$ cat src/rtl/assert_macros.svh
// Assertion macros included by xyz_to_lab_converter.sv.
`ifndef ASSERT_MACROS_SVH
`define ASSERT_MACROS_SVH

// Implication checked in the same cycle, disabled while rst is high.
`define XTL_ASSERT_IMP(label, clk, rst, a, c) \
   label: assert property (@(posedge clk) disable iff (rst) (a) |-> (c)) \
      else $error("assertion failed");

// Implication checked in the next cycle, active during reset as well.
`define XTL_ASSERT_NEXT(label, clk, a, c) \
   label: assert property (@(posedge clk) (a) |=> (c)) \
      else $error("assertion failed");

`endif

$ cat src/rtl/xtl_pkg.sv
package xtl_pkg;

   localparam int unsigned COMP_W    = 16;
   localparam int unsigned DIV_BITS  = 64;
   localparam int unsigned FRAC_BITS = 48;
   localparam int unsigned ROOT_BITS = 22;
   localparam int unsigned F_W       = 22;
   localparam int unsigned N_W       = 26;
   localparam int unsigned LIN_W     = 14;
   localparam int unsigned L_W       = 15;
   localparam int unsigned AB_W      = 16;

   localparam logic [COMP_W-1:0] WHITE_X_RESET = 16'd31145;
   localparam logic [COMP_W-1:0] WHITE_Y_RESET = 16'd32768;
   localparam logic [COMP_W-1:0] WHITE_Z_RESET = 16'd35678;

   // Ratio threshold (6/29)^3 in Q16.48.
   localparam logic [63:0] LIN_THR   = (64'd216 << 48) / 64'd24389;
   // Reciprocal of 3132 scaled by 2^40, rounded up; exact for 26-bit inputs.
   localparam int unsigned RECIP_SH  = 40;
   localparam logic [28:0] RECIP_M   = 29'(((64'd1 << 40) + 64'd3131) / 64'd3132);

   localparam int unsigned LATENCY   = DIV_BITS + ROOT_BITS + 2;

   localparam logic signed [33:0] L_MIN  = -34'sd2048;
   localparam logic signed [33:0] L_MAX  = 34'sd16383;
   localparam logic signed [33:0] AB_MIN = -34'sd32768;
   localparam logic signed [33:0] AB_MAX = 34'sd32767;

   typedef enum logic [1:0] {
      CSR_WHITE_X = 2'd0,
      CSR_WHITE_Y = 2'd1,
      CSR_WHITE_Z = 2'd2
   } csr_index_type;

endpackage

$ cat src/rtl/xtl_merge.sv
module xtl_merge (
   input  logic                           clock,
   input  logic [xtl_pkg::F_W-1:0]        fx,
   input  logic [xtl_pkg::F_W-1:0]        fy,
   input  logic [xtl_pkg::F_W-1:0]        fz,
   output logic signed [xtl_pkg::L_W-1:0]  lightness,
   output logic signed [xtl_pkg::AB_W-1:0] green_red,
   output logic signed [xtl_pkg::AB_W-1:0] blue_yellow
);
   import xtl_pkg::*;

   logic signed [33:0] l_ff, a_ff, b_ff, l_in, a_in, b_in;
   logic signed [L_W-1:0]  lo_ff;
   logic signed [AB_W-1:0] ao_ff, bo_ff;

   // Round half up to 6 fraction bits, then clamp.
   function automatic logic signed [33:0] round_sat(input logic signed [33:0] v,
                                                    input logic signed [33:0] lo,
                                                    input logic signed [33:0] hi);
      logic signed [33:0] w, q;
      w = v + 34'sd512;
      q = w >>> 10;
      if (q < lo) q = lo;
      if (q > hi) q = hi;
      return q;
   endfunction

   always_comb begin
      l_in = 34'sd116 * $signed({12'b0, fy}) - 34'sd1048576;
      a_in = 34'sd500 * ($signed({12'b0, fx}) - $signed({12'b0, fy}));
      b_in = 34'sd200 * ($signed({12'b0, fy}) - $signed({12'b0, fz}));
   end

   always_ff @(posedge clock) begin
      l_ff  <= l_in;
      a_ff  <= a_in;
      b_ff  <= b_in;
      lo_ff <= L_W'(round_sat(l_ff, L_MIN, L_MAX));
      ao_ff <= AB_W'(round_sat(a_ff, AB_MIN, AB_MAX));
      bo_ff <= AB_W'(round_sat(b_ff, AB_MIN, AB_MAX));
   end

   assign lightness   = lo_ff;
   assign green_red   = ao_ff;
   assign blue_yellow = bo_ff;

endmodule

$ cat config.mk
export PLATFORM = sky130hd
export DESIGN_NAME = xtl_merge
export DESIGN_NICKNAME = d
export VERILOG_FILES = /design/src/rtl/assert_macros.svh /design/src/rtl/xtl_pkg.sv /design/src/rtl/xtl_merge.sv
export SDC_FILE = /design/constraint.sdc
export NUM_CORES = 1
export LEC_CHECK = 0
export BUFFER_PORTS_ARGS = -buffer_cell sky130_fd_sc_hd__buf_2
export CAP_MARGIN = 20
export CORE_MARGIN = 2
export CORE_UTILIZATION = 63
export DETAILED_ROUTE_END_ITERATION = 10
export PLACE_DENSITY_LB_ADDON = 0.2
export SETUP_SLACK_MARGIN = 0.02
export SLEW_MARGIN = 20
export SYNTH_ARGS = -nofsm -noshare
export SYNTH_HDL_FRONTEND = slang
export SYNTH_SLANG_ARGS = --single-unit
$ cat constraint.sdc
create_clock -name clock -period 8.4 [get_ports clock]
set_input_delay 0.84 -clock clock [delete_from_list [all_inputs] [get_ports clock]]
set_output_delay 0.84 -clock clock [all_outputs]
set_load 0.03 [all_outputs]
==> results of run 1 <==
==> critical path, delay by kind of cell <==
kind,cells,cell delay (ns)
fa+ha+maj,6,2.71
xor+xnor,2,0.56
simple gates,6,0.78
buf+inv,4,0.38
compound gates,12,2.55
==> registers in the layout (all words and copies together), names as in the netlist <==
signal and flops:
a_ff 24, l_ff 21, green_red 16, b_ff 23
blue_yellow 16, lightness 15
==> synthesized netlist by cell type, types with 4 or more instances <==
library cell  instances  area (sq um)
a211oi_1              9         67.56
a21boi_0              6         45.04
a21o_1               38         285.3
a21oi_1              69         345.3
a31o_2                4         35.03
a31oi_1              11         68.82
and2_1                9         56.30
and3_1               18         112.6
and4_1                5         43.79
clkbuf_1             15         56.30
dfxtp_1             115          2302
fa_1                141          2823
ha_1                240          3003
inv_1               388          1456
nand2_1              71         266.5
nand2b_1             15         93.84
nand3_1              38         190.2
nand3b_1              6         45.04
nand4_1              24         150.1
nor2_1               84         315.3
nor2b_1              19         118.9
nor3_1               33         165.2
o21a_1               17         127.6
o21ai_0              93         465.5
o21ai_1               4         20.02
o21bai_1             10         75.07
o31ai_1               5         37.54
or2_2                 5         31.28
or3_1                 5         31.28
xnor2_1              99         867.1
xor2_1               66         578.1
==> cell families after synthesis <==
group | after synthesis
buf+inv | 403
xor+xnor | 166
flops | 115
mux | 3
simple gates | 347
fa+ha+maj | 383
compound gates | 311
other cells | 1
==> routing by layer <==
layer / vias to the layer above / share of wire [%]
met5: - / 0
met4: 0 / 2.0
met3: 33 / 4.3
met2: 230 / 49
met1: 5619 / 45
li1: 5914 / -
==> final timing paths <==
| path | slack, ns | end | from | cells after the start |
|---|---|---|---|---|
| max | 0.88 | a_ff[32] | fy[1] | 30 |
| max reg2reg | 4.51 | lightness[4] | l_ff[13] | 13 |
| min | 0.53 | lightness[12] | l_ff[22] | 2 |
| min reg2reg | 0.53 | lightness[12] | l_ff[22] | 2 |
==> cell type report <==
cell class	count	area (sq um)	area share, %
Tap cell	319	399.1	2.421
Antenna cell	1	2.502	0.01518
Inverter	388	1456	8.836
Clock buffer	18	439.2	2.664
Clock inverter	13	130.1	0.7894
Timing Repair Buffer	123	640.6	3.886
Multi-Input combinational cell	1211	11110	67.42
Sequential cell	115	2302	13.97
==> through the flow <==
step                util (%)  instances  hold slack, ns  worst slack (ns)
CTS                    70.63       2187          0.5310            0.9303
global placement       68.20       2156          0.5050            0.7225
finish                 70.65       2188          0.5286            0.8836
floorplan                  -       1729          0.4631             1.390
detailed placement     68.20       2156          0.5155            0.5115
global route           70.65       2188          0.5515            0.4571
==> results.ini, run 1 <==
[clocking]
clock_path_buffers = 2
hold_buffers = 0
htreeDepth = 4
clkTransAtPathRegs_ns = 0.06
clock_latency_ns = 0.42
tritoncts = done
ctsResizeCount = 0
cts_setup_buffers = 0
clock_sinks = 115
cts_buffers = 17
clockRootBuffer = clkbuf_16

[global_route]
grt_pass1_vias = 11400
met2_usage_pct = 44.72
grt.total_usage_pct = 25.64
grt_pass1_wl_um = 51360
met1_usage_pct = 33.41
overflow = 0
grt-busiest-layer = met2
grt_antenna_before_repair = 1
grtUsageMet3_pct = 3.531
grt_max_degree = 18

[cells_and_area]
final_common_cell = inv_1
syn_to_final_growth_pct = 10.42
mostFrequentLayoutCells = inv_1, ha_1, fa_1, dfxtp_1, buf_2
drive_above_1_share_pct = 9.582
fin_area_sq_mm = 0.01648
fillers = 1849
fin_nets = 2304

[route]
drt_iter0_drc = 599
drc = 0
wl_per_cell_um = 13.98
first_pass_iters = 4
vias = 11800
wirelength_um = 30580
ant_nets = 0
avgViaCountPerCell = 5.391

[sta]
finalHoldViolCount = 0
maxSlewHeadroom_pct = 38.35
worst_pin_slew_ns = 0.9248
finalSetupViolations = 0
finClkSkew_ns = 0.009238
final.setup.tns_ns = 0
report.final.slew_viol_count = 0
fmaxAchievable_ghz = 0.1330
fin_crit_sh_pct = 89.48
rsz0062_at_grt = false
layout_min_cycle_time_ns = 7.516

[logic_synthesis]
ys.flop_type = dfxtp_1
synth-adder-area-share_pct = 39.16
synthArstFlopShare_pct = 0
synth_seq_cells = 115
synth_edf_count = 0
synth_warnings = 0
synth_seq_area_share_pct = 15.42
synthDistinctLibCells = 72
synthMuxAreaShare_pct = 0.2012
syn-num-nets = 2177
synth.avg_cell_area_sq_um = 8.634
synth_compound_area_share_pct = 13.52
synthSimpleGateAreaFrac_pct = 11.71
synth_top_family_by_area = adder cells
synthCells = 1729
synthXorXnorAreaFrac_pct = 9.832
synth_area_sq_mm = 0.01493

[status]
status = finished, final reports clean

[critical_path]
critPathMaxStageDelay_ns = 0.55
end_kind = register
crit_fanout = 7
crit_path_top_delay_cell = fa_1
cp.arrival_ns = 7.81
crit_required_ns = 8.69
path_common_cell = fa_1
cp-start-kind = primary input
crit_type = primary input to register

[min_path]
min_path_type = register to register

[placed_design]
placed_cell_area_sq_mm = 0.01591
port_buffers = 113
place_congestion = 0.8934
hpwl_um = 25450

[floorplanning]
die_width_um = 157.9
start_util_pct = 63.98
pin_count = 114
rows = 56
dieArea_sq_mm = 0.02494
dieHeight_um = 157.9
core-area_sq_mm = 0.02333

[flow_run]
cap_violations = 0

Power of run 1 is not shown: default switching activity piles up to over one toggle a cycle in this logic, so the estimate is an artifact.
==> inputs of run 2 (changes only) <==
--- a/config.mk
+++ b/config.mk
@@ -7,6 +7,7 @@
 export LEC_CHECK = 0
 export BUFFER_PORTS_ARGS = -buffer_cell sky130_fd_sc_hd__buf_2
 export CAP_MARGIN = 20
+export CORE_ASPECT_RATIO = 1.25
 export CORE_MARGIN = 2
 export CORE_UTILIZATION = 63
 export DETAILED_ROUTE_END_ITERATION = 10
==> run 2 against run 1 <==
Compared with the run above:
- sequential share of layout area barely moved
- via count rose by 0.51%
- die area barely moved
- clock-buffer cell count rose by 1
- global-route usage rose by 0.14 points
- routed wire length rose by 0.93%
- clock skew fell by 0.0019 ns
- critical path depth rose by 1
- worst hold slack got worse by 0.0078 ns
==> results.ini, run 2 (same netlist as run 1, synthesis figures left out) <==
[route]
wl_per_cell_um = 14.28  ; +2.1%
vias = 11860  ; +0.51%
wirelength_um = 30870  ; +0.93%
first_pass_iters = 5  ; +1
drt_iter0_drc = 397  ; -34%
ant_nets = 0  ; unchanged
drc = 0  ; unchanged
avgViaCountPerCell = 5.484  ; +1.7%

[floorplanning]
die_width_um = 141.7  ; -10%
start_util_pct = 63.55  ; -0.43 points
dieArea_sq_mm = 0.02495  ; about the same
dieHeight_um = 176.1  ; +12%
pin_count = 114  ; unchanged
core-area_sq_mm = 0.02349  ; +0.68%
rows = 63  ; +13%

[critical_path]
cp.arrival_ns = 7.95  ; +0.14 ns
path_common_cell = inv_1
r2r_cells = 12  ; -1
critPathLaunch = fy[1]
crit_fanout = 7  ; unchanged
cp-start-kind = primary input
endpoint = a_ff[32]
regToRegSetupSlack_ns = 4.48  ; -0.03 ns
crit_path_top_delay_cell = a2111oi_0
crit_required_ns = 8.70  ; about the same
critPathMaxStageDelay_ns = 0.66  ; +0.11 ns
reg2reg_to = green_red[6]
crit_type = primary input to register
end_kind = register
r2r_start = a_ff[12]

[sta]
finalSetupViolations = 0  ; unchanged
fmaxAchievable_ghz = 0.1307  ; -1.8%
fin_crit_sh_pct = 91.09  ; +1.6 points
worst_pin_slew_ns = 1.002  ; +0.07755 ns
finalHoldViolCount = 0  ; unchanged
final.setup.tns_ns = 0  ; unchanged
whs_ns = 0.5208  ; -0.007829 ns
rsz0062_at_grt = false
layout_min_cycle_time_ns = 7.651  ; +0.1350 ns
report.final.slew_viol_count = 0  ; unchanged
finClkSkew_ns = 0.007345  ; -0.001893 ns
maxSlewHeadroom_pct = 33.18  ; -5.2 points

[clocking]
ctsResizeCount = 0  ; unchanged
htreeDepth = 4  ; unchanged
clock_path_buffers = 2  ; unchanged
cts_setup_buffers = 0  ; unchanged
tritoncts = done
clockRootBuffer = clkbuf_16
clock_sinks = 115  ; unchanged
hold_buffers = 0  ; unchanged
clkTransAtPathRegs_ns = 0.06  ; about the same
cts_buffers = 17  ; unchanged
clock_latency_ns = 0.44  ; +0.02 ns

[global_route]
grt_pass1_vias = 12240  ; +7.4%
grt_pass1_wl_um = 52190  ; +1.6%
grt.total_usage_pct = 25.78  ; +0.14 points
grt_antenna_before_repair = 2  ; +1
grt_max_degree = 18  ; unchanged
overflow = 0  ; unchanged

[min_path]
min_path_type = register to register
worstHoldStart = l_ff[22]

[placed_design]
port_buffers = 113  ; unchanged
place_congestion = 0.8938  ; about the same
hpwl_um = 25950  ; +1.9%

[cells_and_area]
mostFrequentLayoutCells = inv_1, ha_1, fa_1, dfxtp_1, buf_2
top_regs = a_ff x24, b_ff x23, l_ff x21
syn_to_final_growth_pct = 10.31  ; about the same
top_register = a_ff
largest_reg_flops = 24  ; unchanged
fin_nets = 2303  ; -0.043%
final_common_cell = inv_1
drive_above_1_share_pct = 9.529  ; -0.054 points

[status]
status = finished, final reports clean

[flow_run]
cap_violations = 0  ; unchanged

## run 2: how the worst min path moves through the flow
stage                               end  slack [ns]  cells after the start
final                     lightness[12]        0.52                      2
after global routing      lightness[12]        0.55                      2
after CTS                 lightness[12]        0.52                      2
after detailed placement  lightness[12]        0.51                      2
after global placement    lightness[12]        0.50                      2
after floorplan           lightness[12]        0.46                      2
## run 2: stage by stage
stage / worst slack (ns) / util, % / instances / area [sq um]
floorplan: 1.390 / - / 1729 / 14930
global placement: 0.6355 / 67.56 / 2128 / 15870
detailed placement: 0.3207 / 67.56 / 2128 / 15870
CTS: 0.7768 / 70.08 / 2160 / 16460
global route: 0.2623 / 70.08 / 2160 / 16460
finish: 0.7486 / 70.10 / 2162 / 16470
## run 2: final cells by class
| type | instances | area [sq um] |
|---|---|---|
| antenna | 2 | 5.005 |
| sequential | 115 | 2302 |
| inverter | 388 | 1456 |
| fill | 1826 | 7023 |
| multi-input combinational | 1211 | 11110 |
| tap | 292 | 365.4 |
| clock inverter | 13 | 148.9 |
| clock buffer | 19 | 442.9 |
| timing repair buffer | 122 | 633.1 |
## run 2: worst max-delay path, delay by kind of cell
family / cells / cell delay, ns
and+or+nand+nor: 6 / 0.79
buffers and inverters: 5 / 0.42
xor gates and xnor gates: 3 / 0.84
AOI/OAI and AO/OA: 11 / 2.53
adders and majority gates: 6 / 2.50
## run 2: routing by layer
layer / wire [um] / global-route usage [%] / vias up / part of all wire [%]
li1: - / - / 5911 / -
met5: 11 / 0 / - / 0.036
met3: 1009 / 4.231 / 67 / 3.3
met1: 11870 / 26.65 / 5685 / 38
met2: 16980 / 50.73 / 191 / 55
met4: 996 / 10.71 / 2 / 3.2
Power of run 2 is left out for the same reason.
==> inputs of run 3 (changes only) <==
==> constraint.sdc (replaced) <==
create_clock -name clock -period 7.87 [get_ports clock]
set_input_delay 0.787 -clock clock [delete_from_list [all_inputs] [get_ports clock]]
set_output_delay 0.787 -clock clock [all_outputs]
set_load 0.03 [all_outputs]
==> run 3 against run 2 <==
Compared with the run above:
- register-to-register slack got worse by 0.51 ns
- worst hold slack improved by 0.0062 ns
- sequential share of layout area fell by 0.073 points
- first-iteration DRC count rose by 26%
- utilization rose by 0.37 points
- critical path depth fell by 1
- via count rose by 0.75%
- cell area rose by 0.52%
- largest cell class unchanged
==> results.ini, run 3 (same netlist as run 1, synthesis figures left out) <==
[status]
status = finished, final reports clean

[sta]
finClkSkew_ns = 0.008217  ; +0.0008715 ns
worst_slack_ns = 0.5731  ; -0.1755 ns
finalHoldViolCount = 0  ; unchanged
fin_crit_sh_pct = 92.72
finalSetupViolations = 0  ; unchanged
rsz0062_at_grt = false
report.final.slew_viol_count = 0  ; unchanged
final.setup.tns_ns = 0  ; unchanged
worst_pin_slew_ns = 0.8182  ; -0.1841 ns
fmaxAchievable_ghz = 0.1370
layout_min_cycle_time_ns = 7.297
maxSlewHeadroom_pct = 45.06  ; +12 points

[cells_and_area]
final_common_cell = inv_1
mostFrequentLayoutCells = inv_1, ha_1, fa_1, dfxtp_1, buf_2
syn_to_final_growth_pct = 10.89
top_register = a_ff
fin_area_sq_mm = 0.01655  ; +0.52%
drive_above_1_share_pct = 10.01  ; +0.48 points
largest_reg_flops = 24  ; unchanged
fin_nets = 2313  ; +0.43%
post-route-util_pct = 70.47  ; +0.37 points
top_regs = a_ff x24, b_ff x23, l_ff x21

[global_route]
grt.total_usage_pct = 26.46  ; +0.68 points
grt_pass1_wl_um = 53560  ; +2.6%
grt_pass1_vias = 12400  ; +1.3%
overflow = 0  ; unchanged
grt_max_degree = 18  ; unchanged
grt_antenna_before_repair = 1  ; -1

[placed_design]
dp_slack_ns = 0.1620  ; -0.1587 ns
place_congestion = 0.9092  ; +1.7%
hpwl_um = 26310  ; +1.4%
placed_cell_area_sq_mm = 0.01595  ; +0.47%
port_buffers = 113  ; unchanged

[route]
drc = 0  ; unchanged
wirelength_um = 31160  ; +0.94%
first_pass_iters = 5  ; unchanged
wl_per_cell_um = 14.35  ; +0.52%
ant_nets = 0  ; unchanged
drt_iter0_drc = 502  ; +26%
vias = 11950  ; +0.75%
avgViaCountPerCell = 5.502  ; +0.33%

[clocking]
clock_sinks = 115  ; unchanged
clock_latency_ns = 0.44  ; about the same
tritoncts = done
htreeDepth = 4  ; unchanged
clock_path_buffers = 2  ; unchanged
hold_buffers = 0  ; unchanged
clockRootBuffer = clkbuf_16
cts_buffers = 17  ; unchanged
cts_setup_buffers = 0  ; unchanged
clkTransAtPathRegs_ns = 0.06  ; about the same
ctsResizeCount = 0  ; unchanged

[critical_path]
crit_required_ns = 8.23  ; -0.47 ns
crit_path_top_delay_cell = fa_1
critPathMaxStageDelay_ns = 0.54  ; -0.12 ns
crit_fanout = 7  ; unchanged
cp-start-kind = primary input
end_kind = register
r2r_start = l_ff[14]
regToRegSetupSlack_ns = 3.97  ; -0.51 ns
reg2reg_to = lightness[4]
path_common_cell = fa_1
r2r_cells = 13  ; +1
cp.arrival_ns = 7.66  ; -0.29 ns
crit_type = primary input to register

[floorplanning]
dieHeight_um = 176.1  ; unchanged
rows = 63  ; unchanged
die_width_um = 141.7  ; unchanged
dieArea_sq_mm = 0.02495  ; unchanged
core-area_sq_mm = 0.02349  ; unchanged
pin_count = 114  ; unchanged
start_util_pct = 63.55  ; unchanged

[min_path]
min_delay_path_depth = 2  ; unchanged
worstHoldStart = l_ff[22]
min_path_type = register to register
min_to = lightness[12]

[flow_run]
cap_violations = 0  ; unchanged

## run 3: changes by cell type in the layout (fill, tap and decap cells not counted), sizes merged
cell,previous run,this run
clkinv,4,5
bufinv,2,3
clkbuf,19,18
buf,122,132
diode,2,1
clkinvlp,3,2
## run 3: final cells by class
cell class              instances  area [sq um]
multi-input cells            1211         11110
fillers                      1830          6937
flip-flops and latches        115          2302
inverters                     388          1456
repair buffers                132         708.2
clock buffers                  18         429.2
well taps                     292         365.4
clock inverters                14         176.4
diodes                          1         2.502
## run 3: worst max-delay path by stage
stage	cells past startpoint	end	slack [ns]	start
6_report	30	a_ff[32]	0.57	fy[1]
5_1_grt	28	a_ff[32]	0.07	fy[4]
4_1_cts	30	a_ff[32]	0.59	fy[1]
3_5_place_dp	30	a_ff[32]	0.16	fy[1]
3_3_place_gp	30	a_ff[32]	0.36	fy[1]
2_1_floorplan	27	a_ff[32]	0.91	fy[4]
## run 3: through the flow
stage,instances,hold WS (ns)
6_report,2171,0.5270
5_1_grt,2170,0.5495
4_1_cts,2170,0.5301
3_5_place_dp,2138,0.5228
3_3_place_gp,2138,0.5015
2_1_floorplan,1729,0.4631
## run 3: worst max-delay path, delay by kind of cell
kind	cells	cell delay, ns
adder cells (fa/ha/maj)	6	2.67
AO/OA/AOI/OAI	12	2.51
AND/OR/NAND/NOR	6	0.74
XOR/XNOR	2	0.58
buffers and inverters	4	0.36
## run 3: layer usage
layer	track usage, %	part of all wire (%)
met3	3.716	2.5
met1	28.13	39
met2	52.33	55
met5	0	0
met4	9.583	3.2
Power of run 3 is left out for the same reason.
